## config.mk

```make
export PLATFORM = sky130hd
export DESIGN_NAME = integer_to_radix_digits_core
export DESIGN_NICKNAME = d
export VERILOG_FILES = /design/src/hdl/itrd_pkg.sv /design/src/hdl/itrd_cell.sv /design/src/hdl/itrd_chain.sv /design/src/hdl/integer_to_radix_digits_core.sv
export SDC_FILE = /design/constraint.sdc
export NUM_CORES = 2
export LEC_CHECK = 0
export ABC_AREA = 1
export BUFFER_PORTS_ARGS = -buffer_cell sky130_fd_sc_hd__buf_2
export CORE_MARGIN = 2
export CORE_UTILIZATION = 66
export DETAILED_ROUTE_END_ITERATION = 8
export PLACE_DENSITY = 0.83
export SYNTH_ARGS = -nofsm -noshare
export SYNTH_HDL_FRONTEND = slang
export SYNTH_HIERARCHICAL = 1
export SYNTH_SLANG_ARGS = --single-unit
```

## constraint.sdc

```tcl
create_clock -name clk -period 50.8 [get_ports clk]
set_input_delay 7.62 -clock clk [delete_from_list [all_inputs] [get_ports clk]]
set_output_delay 7.62 -clock clk [all_outputs]
set_load 0.01 [all_outputs]
```

## src/hdl/itrd_pkg.sv

```systemverilog
`default_nettype none
package itrd_pkg;

  localparam int IN_W        = 63;
  localparam int VALUE_WIDTH = 63;
  localparam int DIG_W       = 6;
  localparam int CHAR_W      = 7;
  localparam int CNT_W       = $clog2(VALUE_WIDTH + 1);
  // one cell per possible base-2 digit
  localparam int NUM_CELLS   = VALUE_WIDTH;

  localparam logic [DIG_W-1:0]  RADIX_MIN   = DIG_W'(2);
  localparam logic [DIG_W-1:0]  RADIX_MAX   = DIG_W'(36);
  localparam logic [DIG_W-1:0]  RADIX_RESET = DIG_W'(10);
  localparam logic [DIG_W-1:0]  DEC_LIMIT   = DIG_W'(10);
  localparam logic [CHAR_W-1:0] ASCII_ZERO  = CHAR_W'(48);
  localparam logic [CHAR_W-1:0] ASCII_LC_A  = CHAR_W'(97);

  typedef enum logic [1:0] {
    ST_IDLE,
    ST_CONV,
    ST_EMIT
  } state_t;

  typedef struct packed {
    logic clear;  // zero the digit
    logic dbl;    // digit = 2*digit + carry, reduced by radix
    logic shift;  // take the digit of the cell below
  } cell_ctrl_t;

  function automatic logic [DIG_W-1:0] sat_radix(input logic [DIG_W-1:0] r);
    logic [DIG_W-1:0] res;
    res = r;
    if (r < RADIX_MIN) res = RADIX_MIN;
    if (r > RADIX_MAX) res = RADIX_MAX;
    return res;
  endfunction

  function automatic logic [CHAR_W-1:0] digit_char(input logic [DIG_W-1:0] d);
    logic [CHAR_W-1:0] res;
    if (d < DEC_LIMIT) begin
      res = ASCII_ZERO + {1'b0, d};
    end else begin
      res = ASCII_LC_A + {1'b0, d - DEC_LIMIT};
    end
    return res;
  endfunction

endpackage
`default_nettype wire

```

## src/hdl/itrd_cell.sv

```systemverilog
`default_nettype none
module itrd_cell (
  input  wire logic                     clk,
  input  wire itrd_pkg::cell_ctrl_t     ctrl,
  input  wire logic [itrd_pkg::DIG_W-1:0] radix,
  input  wire logic                     cin,
  input  wire logic [itrd_pkg::DIG_W-1:0] dig_in,
  output logic                          cout,
  output logic [itrd_pkg::DIG_W-1:0]    dig
);
  import itrd_pkg::*;

  logic [DIG_W-1:0] dig_r;
  logic [DIG_W-1:0] dig_nxt;
  logic [DIG_W:0]   twice;
  logic [DIG_W:0]   dbl_val;
  logic             gen;
  logic             prop;
  logic [DIG_W:0]   sub;

  // 2*d already reaches radix, or 2*d+1 hits it exactly and a carry arrives
  always_comb begin
    twice   = {dig_r, 1'b0};
    dbl_val = {dig_r, cin};
    gen     = twice >= {1'b0, radix};
    prop    = (twice + (DIG_W+1)'(1)) == {1'b0, radix};
    cout    = gen | (prop & cin);
    sub     = cout ? {1'b0, radix} : '0;
  end

  always_comb begin
    dig_nxt = dig_r;
    priority if (ctrl.clear) begin
      dig_nxt = '0;
    end else if (ctrl.dbl) begin
      dig_nxt = DIG_W'(dbl_val - sub);
    end else if (ctrl.shift) begin
      dig_nxt = dig_in;
    end
  end

  always_ff @(posedge clk) begin
    dig_r <= dig_nxt;
  end

  assign dig = dig_r;

endmodule
`default_nettype wire

```

## src/hdl/itrd_chain.sv

```systemverilog
`default_nettype none
module itrd_chain (
  input  wire logic                       clk,
  input  wire itrd_pkg::cell_ctrl_t       ctrl,
  input  wire logic [itrd_pkg::DIG_W-1:0] radix,
  input  wire logic                       bit_in,
  output logic [itrd_pkg::DIG_W-1:0]      top_dig
);
  import itrd_pkg::*;

  logic [DIG_W-1:0] dig   [NUM_CELLS];
  logic             carry [NUM_CELLS];

  // cell 0 holds the least significant digit; carries ripple upward
  for (genvar i = 0; i < NUM_CELLS; i++) begin : g_cell
    logic             cin_w;
    logic [DIG_W-1:0] din_w;
    if (i == 0) begin : g_first
      assign cin_w = bit_in;
      assign din_w = '0;
    end else begin : g_rest
      assign cin_w = carry[i-1];
      assign din_w = dig[i-1];
    end
    itrd_cell u_cell (
      .clk    (clk),
      .ctrl   (ctrl),
      .radix  (radix),
      .cin    (cin_w),
      .dig_in (din_w),
      .cout   (carry[i]),
      .dig    (dig[i])
    );
  end

  assign top_dig = dig[NUM_CELLS-1];

endmodule
`default_nettype wire

```

## src/hdl/integer_to_radix_digits_core.sv

```systemverilog
`default_nettype none
// Channel  Direction  Ports                                   Request moves
// in       input      in_valid, in_stall, in_value            one integer
// out      output     out_valid, out_stall, out_digit_char,   one ASCII digit
//                     out_last_digit
// cfg      input      cfg_wr_en, cfg_wr_data                  radix (reset 10)
//
// One integer at a time: conversion shifts one input bit through the
// chain of 63 digit cells per cycle, then 63 emit steps from the top cell, one
// digit or one skipped leading zero per cycle; output stalls hold only digit emits.
// in_stall is high until the run is done.
// Reset is synchronous, active low, and sets the radix to 10.
module integer_to_radix_digits_core (
  input  wire logic                          clk,
  input  wire logic                          rst_n,
  input  wire logic                          in_valid,
  output logic                               in_stall,
  input  wire logic [itrd_pkg::IN_W-1:0]     in_value,
  output logic                               out_valid,
  input  wire logic                          out_stall,
  output logic [itrd_pkg::CHAR_W-1:0]        out_digit_char,
  output logic                               out_last_digit,
  input  wire logic                          cfg_wr_en,
  input  wire logic [itrd_pkg::DIG_W-1:0]    cfg_wr_data
);
  import itrd_pkg::*;

  state_t               state_r, state_nxt;
  logic [DIG_W-1:0]     radix_r;
  logic [VALUE_WIDTH-1:0] val_r;
  logic [CNT_W-1:0]     bit_cnt_r;
  logic [CNT_W-1:0]     cnt_r;
  logic                 seen_r;
  logic                 out_valid_r;
  logic [CHAR_W-1:0]    out_char_r;
  logic                 out_last_r;

  logic [DIG_W-1:0]     eff_radix;
  logic [DIG_W-1:0]     top_dig;
  logic                 in_acc;
  logic                 out_free;
  logic                 skip;
  logic                 emit_go;
  logic                 emit_out;
  cell_ctrl_t           ctrl;

  assign eff_radix = sat_radix(radix_r);
  assign in_acc    = in_valid & ~in_stall;
  assign out_free  = ~out_valid_r | ~out_stall;

  itrd_chain u_chain (
    .clk     (clk),
    .ctrl    (ctrl),
    .radix   (eff_radix),
    .bit_in  (val_r[VALUE_WIDTH-1]),
    .top_dig (top_dig)
  );

  // next state
  always_comb begin
    state_nxt = state_r;
    unique case (state_r)
      ST_IDLE: if (in_acc) state_nxt = ST_CONV;
      ST_CONV: if (bit_cnt_r == CNT_W'(1)) state_nxt = ST_EMIT;
      ST_EMIT: if (emit_go && cnt_r == CNT_W'(1)) state_nxt = ST_IDLE;
      default: state_nxt = ST_IDLE;
    endcase
  end

  // outputs of the sequencer
  always_comb begin
    in_stall   = 1'b1;
    skip       = 1'b0;
    emit_go    = 1'b0;
    emit_out   = 1'b0;
    ctrl       = '0;
    unique case (state_r)
      ST_IDLE: begin
        in_stall   = 1'b0;
        ctrl.clear = in_valid;
      end
      ST_CONV: begin
        ctrl.dbl = 1'b1;
      end
      ST_EMIT: begin
        // drop leading zeros, but always keep the last digit
        skip       = (top_dig == '0) && !seen_r && (cnt_r > CNT_W'(1));
        emit_out   = !skip && out_free;
        emit_go    = skip || out_free;
        ctrl.shift = emit_go;
      end
      default: begin
        in_stall = 1'b1;
      end
    endcase
  end

  always_ff @(posedge clk) begin
    if (!rst_n) begin
      state_r     <= ST_IDLE;
      radix_r     <= RADIX_RESET;
      out_valid_r <= 1'b0;
    end else begin
      state_r <= state_nxt;
      if (cfg_wr_en) radix_r <= cfg_wr_data;
      if (emit_out) begin
        out_valid_r <= 1'b1;
      end else if (!out_stall) begin
        out_valid_r <= 1'b0;
      end
    end
  end

  always_ff @(posedge clk) begin
    if (in_acc) begin
      val_r     <= in_value[VALUE_WIDTH-1:0];
      bit_cnt_r <= CNT_W'(VALUE_WIDTH);
      cnt_r     <= CNT_W'(NUM_CELLS);
      seen_r    <= 1'b0;
    end else if (state_r == ST_CONV) begin
      val_r     <= {val_r[VALUE_WIDTH-2:0], 1'b0};
      bit_cnt_r <= bit_cnt_r - CNT_W'(1);
    end else if (emit_go) begin
      cnt_r <= cnt_r - CNT_W'(1);
      if (emit_out) seen_r <= 1'b1;
    end
    if (emit_out) begin
      out_char_r <= digit_char(top_dig);
      out_last_r <= (cnt_r == CNT_W'(1));
    end
  end

  assign out_valid      = out_valid_r;
  assign out_digit_char = out_char_r;
  assign out_last_digit = out_last_r;

endmodule
`default_nettype wire
```

# After elaboration in Yosys (flattened, before gate mapping)
# Cells that the tools add are included.
word_totals:
  wordCells: 691
  in_bits: 74
  out_inout_bits: 10
  ff_bits: 471
classes:
  order_cmp: 67
  n_bitwise: 131
  reduce_logical: 14
  n_addsub: 131
  n_mux: 205
  n_eq_ne: 71
op_table:
  columns: ["cell", "n"]
  rows:
  - ["$mux W6", 191]
  - ["$add A7 B1 Y7 const B", 63]
  - ["$eq A7 B6 Y1", 63]
  - ["$ge A7 B6 Y1", 63]
  - ["$sub A6 B6 Y6", 63]
  - ["$mux W63", 2]
  - ["$and A1 B1 Y1", 64]
  - ["$or A1 B1 Y1", 64]
  - ["$eq A6 B1 Y1 const B", 2]
  - ["$sub A6 B1 Y6 const B", 2]
  - ["$add A6 B6 Y7 const A", 1]
  - ["$add A7 B6 Y7 const A", 1]
  - ["$mux W1", 7]
  - ["$mux W7", 1]
  - ["$gt A6 B1 Y1 const B", 1]
  - ["$gt A6 B6 Y1 const B", 1]
  - ["$logic_not A6 Y1", 1]
  - ["$lt A6 B2 Y1 const B", 1]
  - ["$lt A6 B4 Y1 const B", 1]
  - ["$mux W2", 3]
  - ["$ne A2 B2 Y1 const B", 3]
  - ["$pmux W2 S3", 1]
  - ["$reduce_and A3 Y1", 2]
  - ["$sub A6 B4 Y6 const B", 1]
  - ["10 further kinds", 17]

# Logic depth before layout (Yosys ltp)
logic_depth:
  word_depth: 133
  ltp_mapped: 396
  ltp_nobuf: 396

# Hierarchy
# The synthesis kept the hierarchy.
by_module_without_submodules:
  columns: ["module", "seq_area_each_um2", "area_each_um2", "cells_per_inst", "n_inst"]
  rows:
  - ["itrd_cell", 120.1, 670.6, 103, 63]
  - ["integer_to_radix_digits_core", 2572.5, 4279.1, 487, 1]
  - ["itrd_chain", 0.0, 3.8, 1, 1]

# Worst setup path before layout
# Ideal clock, no wire load.
synth_timing:
  kind: "register to register"
  startpoint: "register radix_r[5]"
  endpoint: "register u_chain.g_cell[62].u_cell.dig_r[5]"
  n_path_buf: 1
  arrival_time_ns: 41.135
  path_slack_ns: 9.350
  period_less_slack_ns: 41.450
  required_ns: 50.485
  stages_incl_launch_ff: 388
  setup_ns: 0.315
  cell_sequence: "dfxtp_1 -> clkbuf_1 -> inv_1 -> ha_1 -> or2_0 -> a21oi_2 -> nand2_4 -> inv_1 -> nand2_1 -> nand2_1 -> nand2_1 -> nand2_1 -> nand2_4 -> inv_1 -> nand2_1 -> nand2_1 -> nand2_1 -> nand2_1 -> [352 not listed] -> nand2_1 -> nand2_1 -> nand2_4 -> inv_1 -> nand2_1 -> nand2_1 -> nand2_1 -> nand2_1 -> nand2_4 -> nand2_1 -> ha_1 -> a21o_1 -> nand3_1 -> nand3_1 -> nand3_1 -> nand3_1 -> nand2_1 -> a21oi_2"
synth_lines:
  columns: ["item", "line_no", "source"]
  rows:
  - ["start: declaration", "integer_to_radix_digits_core.sv:29", "logic [DIG_W-1:0] radix_r;"]
  - ["start signal: assignment", "integer_to_radix_digits_core.sv:105", "if (cfg_wr_en) radix_r <= cfg_wr_data;"]
  - ["end signal: assignment", "itrd_cell.sv:43", "dig_r <= dig_nxt;"]
  - ["end: declaration", "itrd_cell.sv:13", "logic [DIG_W-1:0] dig_r;"]

==> impl_metrics.prom <==
# TYPE chip_impl_metric gauge
chip_impl_info{name="run_status",value="finished clean"} 1
chip_impl_metric{name="post_synth.cell_area_avg",unit="µm²"} 6.67
chip_impl_metric{name="max-slew-margin-rel",unit="%"} 25.2
chip_impl_metric{name="grt_first_pass_wirelength",unit="µm"} 200000
chip_impl_metric{name="worst-slew-pin-transition",unit="ns"} 1.12
chip_impl_metric{name="cts_made_buffers",unit=""} 58
chip_impl_metric{name="dpl_worst_slack",unit="ns"} 18.87
chip_impl_metric{name="design.portCount",unit=""} 84
chip_impl_info{name="synth-main-ff-cell",value="dfxtp_1"} 1
chip_impl_metric{name="worst-path-buf-inv",unit=""} 63
chip_impl_metric{name="mapped_area",unit="µm²"} 46500
chip_impl_metric{name="number_of_distinct_library_cells_after_synthesis",unit=""} 31
chip_impl_metric{name="area_share_of_fa_ha_maj_cells_after_synthesis",unit="%"} 19.9
chip_impl_metric{name="post-route-period-util",unit="%"} 64.1
chip_impl_info{name="setup.worst_path.start_class",value="flip-flop"} 1
chip_impl_info{name="timing.critical_path.to_type",value="flip-flop"} 1
chip_impl_info{name="rsz0062_at_grt",value="false"} 1
chip_impl_metric{name="synth_edf_count",unit=""} 71
chip_impl_metric{name="fin_hold_ws",unit="ns"} 0.464
chip_impl_metric{name="cts.clk_slew.worst_paths",unit="ns"} 0.07
chip_impl_metric{name="hold_viol",unit=""} 0
chip_impl_metric{name="num_rows",unit=""} 97
chip_impl_info{name="most_prevalent_standard_cell_on_the_critical_path",value="nand2_1"} 1
chip_impl_metric{name="synth-compound-area-share",unit="%"} 12.7
chip_impl_metric{name="post_drt_via_cell_ratio",unit=""} 5.61
chip_impl_metric{name="drv_slew",unit=""} 0
chip_impl_metric{name="synthArstFlopShare",unit="%"} 0
chip_impl_metric{name="drtAntennaViolNets",unit=""} 0
chip_impl_info{name="synth.area.top_cells",value="nand2_1 (20%), dfxtp_1 (17%), ha_1 (17%)"} 1
chip_impl_metric{name="grt_remaining_overflow",unit=""} 0
chip_impl_metric{name="vias",unit=""} 45700
chip_impl_info{name="path_delay_family",value="simple AND/OR/NAND/NOR gates"} 1
chip_impl_metric{name="ctsResizeCount",unit=""} 0
chip_impl_metric{name="synth.ff_latch_count",unit=""} 471
chip_impl_metric{name="worst_path_required",unit="ns"} 51.29
chip_impl_metric{name="flow.area_growth_from_synthesis",unit="%"} 8.41
chip_impl_metric{name="cts_post_setup_buffers_inserted",unit=""} 0
chip_impl_metric{name="drt_drc_violations_left",unit=""} 0
chip_impl_info{name="cts_tree",value="built"} 1
chip_impl_metric{name="htreeDepth",unit=""} 2
chip_impl_metric{name="netlist_instances",unit=""} 6977
chip_impl_metric{name="critPathArrivalTime",unit="ns"} 33.04
chip_impl_metric{name="synth_mux_area_share",unit="%"} 0
chip_impl_metric{name="timing.final.ws_setup",unit="ns"} 18.25
chip_impl_metric{name="post_synth_and_or_nand_nor_area_fraction",unit="%"} 32.9
chip_impl_metric{name="grtUsageTotal",unit="%"} 31.7
chip_impl_info{name="synth_top_family_by_area",value="simple AND/OR/NAND/NOR gates"} 1
chip_impl_metric{name="grt_start_max_net_pins",unit=""} 198
chip_impl_metric{name="initial_core_util",unit="%"} 66.6
chip_impl_metric{name="fin_setup_tns",unit="ns"} 0
chip_impl_metric{name="die_height",unit="µm"} 270
chip_impl_metric{name="setup_violations",unit=""} 0
chip_impl_metric{name="port_buffers",unit=""} 83
chip_impl_info{name="worst_hold_path_type",value="flip-flop to flip-flop"} 1
chip_impl_metric{name="seq_area_frac_synth",unit="%"} 21.8
chip_impl_metric{name="cp_slowest_stage_delay",unit="ns"} 0.71
chip_impl_info{name="yosysMostFrequentCell",value="nand2_1"} 1
chip_impl_metric{name="cts_num_sinks",unit=""} 471
chip_impl_info{name="synth_largest_area_cell",value="nand2_1"} 1
chip_impl_metric{name="nNetsFinal",unit=""} 7919
chip_impl_metric{name="core_region_area",unit="µm²"} 69900
chip_impl_metric{name="hpwl",unit="µm"} 80400
chip_impl_metric{name="die_x",unit="µm"} 270
chip_impl_metric{name="grt_pass1_vias",unit=""} 43900
chip_impl_metric{name="clock_skew_after_layout",unit="ns"} 0.0269
chip_impl_metric{name="drt_wl_total",unit="µm"} 117000
chip_impl_metric{name="cts-root-to-sink-buffers",unit=""} 3
chip_impl_metric{name="grt_antenna_before_repair",unit=""} 3
chip_impl_metric{name="ir_drop",unit="mV"} 0.0420
chip_impl_metric{name="clk-insertion-delay-late",unit="ns"} 0.65
chip_impl_metric{name="path_max_fanout",unit=""} 26
chip_impl_metric{name="post_cts_hold_buffer_count",unit=""} 0
chip_impl_metric{name="max_capacitance_violation_total",unit=""} 0
chip_impl_metric{name="final_period_minus_worst_setup_slack",unit="ns"} 32.55
chip_impl_metric{name="synth.top_cell.area_share",unit="%"} 19.7
chip_impl_info{name="clock-root-buffer",value="clkbuf_16"} 1
chip_impl_metric{name="fraction_of_final_layout_cells_with_drive_strength_greater_than_1",unit="%"} 6.74
chip_impl_metric{name="routedWlPerCell",unit="µm"} 14.4
chip_impl_info{name="critPathSlowestCell",value="a21oi_1"} 1
chip_impl_metric{name="yosys_warnings",unit=""} 6
chip_impl_info{name="path_class",value="flip-flop to flip-flop"} 1
chip_impl_metric{name="static-leakage-power",unit="nW"} 26.6
chip_impl_metric{name="drtPass1Iterations",unit=""} 6
chip_impl_metric{name="dieArea",unit="µm²"} 72600
chip_impl_info{name="ys_top_cells_by_count",value="nand2_1 (2,446), inv_1 (1,041), nand3_1 (651), ha_1 (640), dfxtp_1 (400)"} 1
chip_impl_metric{name="synth-xor-area-share",unit="%"} 3.65
chip_impl_metric{name="gp_congestion",unit=""} 0.893
chip_impl_metric{name="detailedRoute.firstIterationViolations",unit=""} 3123
chip_impl_metric{name="fmaxAchievable",unit="MHz"} 30.7
chip_impl_metric{name="power.density",unit="nW/µm²"} 56.9
[layer usage]
metal / share of wire, % / up-vias / track usage [%]
met2: 47 / 1255 / 55.4
li1: - / 23100 / -
met3: 5.3 / 287 / 3.24
met4: 3.1 / 0 / 11.7
met5: 0 / - / 0
met1: 44 / 21000 / 40.2
[cell usage in the layout (no fill, tap or decap), drive strengths merged, types with 65 or more instances in the layout]
cell type / count
nand3: 714
a21oi: 518
nor2: 91
clkbuf: 81
ha: 640
buf: 117
inv: 1044
dfxtp: 400
o211ai: 65
edfxtp: 71
o21ai: 201
nand2: 2510
clkinv: 83
xor2: 130
[sequential cells by signal, indices dropped and copies added, names as in the netlist]
register / cells
radix_r: 6
out_last_digit: 1
bit_cnt_r: 6
cnt_r: 6
val_r: 63
seen_r: 1
out_digit_char: 7
u_chain/g_cell.u_cell/dig: 378
state_r: 2
out_valid: 1
[where the power goes]
group / leakage, nW / switching, mW / internal [mW]
combinational: 21.6 / 1.05 / 0.733
clock: 0.983 / 0.179 / 0.248
sequential: 4.01 / 0.160 / 0.499
total: 26.6 / 1.39 / 1.48
[cells by family (layout without fill, tap and decap cells)]
kind of cell	Yosys count	count (layout)
simple gates	3513	3513
xor+xnor	194	194
flops	471	471
buf+inv	1121	1331
compound gates	974	974
other cells	1	9
fa+ha+maj	703	703
[path summary, 6_finish.rpt]
path	start	endpoint	slack [ns]	cells past startpoint
setup / recovery	radix_r[5]$_SDFFE_PN0P_	u_chain/g_cell[62].u_cell/dig[3]$_SDFFE_PP0P_	18.25	388
hold / removal	seen_r$_SDFFE_PP0P_	seen_r$_SDFFE_PP0P_	0.46	2
setup reg to reg	radix_r[5]$_SDFFE_PN0P_	u_chain/g_cell[62].u_cell/dig[3]$_SDFFE_PP0P_	18.25	388
hold reg to reg	seen_r$_SDFFE_PP0P_	seen_r$_SDFFE_PP0P_	0.46	2
[area by class of cell]
class                   count  area, µm²
clock buffers              81       1690
well taps                 940       1180
multi-input cells        5390      32200
repair buffers            117        746
flip-flops and latches    471      10100
diodes                      3       7.51
clock inverters            29        277
fillers                  5924      19500
inverters                1104       4170
[per-stage QoR]
stage | instance area, µm² | util (%) | total power, mW | instances
final | 50400 | 72.2 | 2.87 | 8135
after global routing | 50400 | 72.2 | 3.17 | 8135
after CTS | 50400 | 72.1 | 2.86 | 8132
after detailed placement | 48500 | 69.3 | 2.41 | 8022
after global placement | 48500 | 69.3 | 2.35 | 8022
after floorplan | 46600 | - | 2.08 | 6982
[worst register-to-register path: cells and delay by family (launching register included)]
kind                     cells  cell delay [ns]
flip-flops                   1             0.56
AND/OR/NAND/NOR            315            23.75
AO/OA/AOI/OAI                7             1.77
XOR/XNOR                     1             0.08
buffers and inverters       63             5.65
adder cells (fa/ha/maj)      2             0.53
No activity file was read; power rests on OpenSTA's default activity.
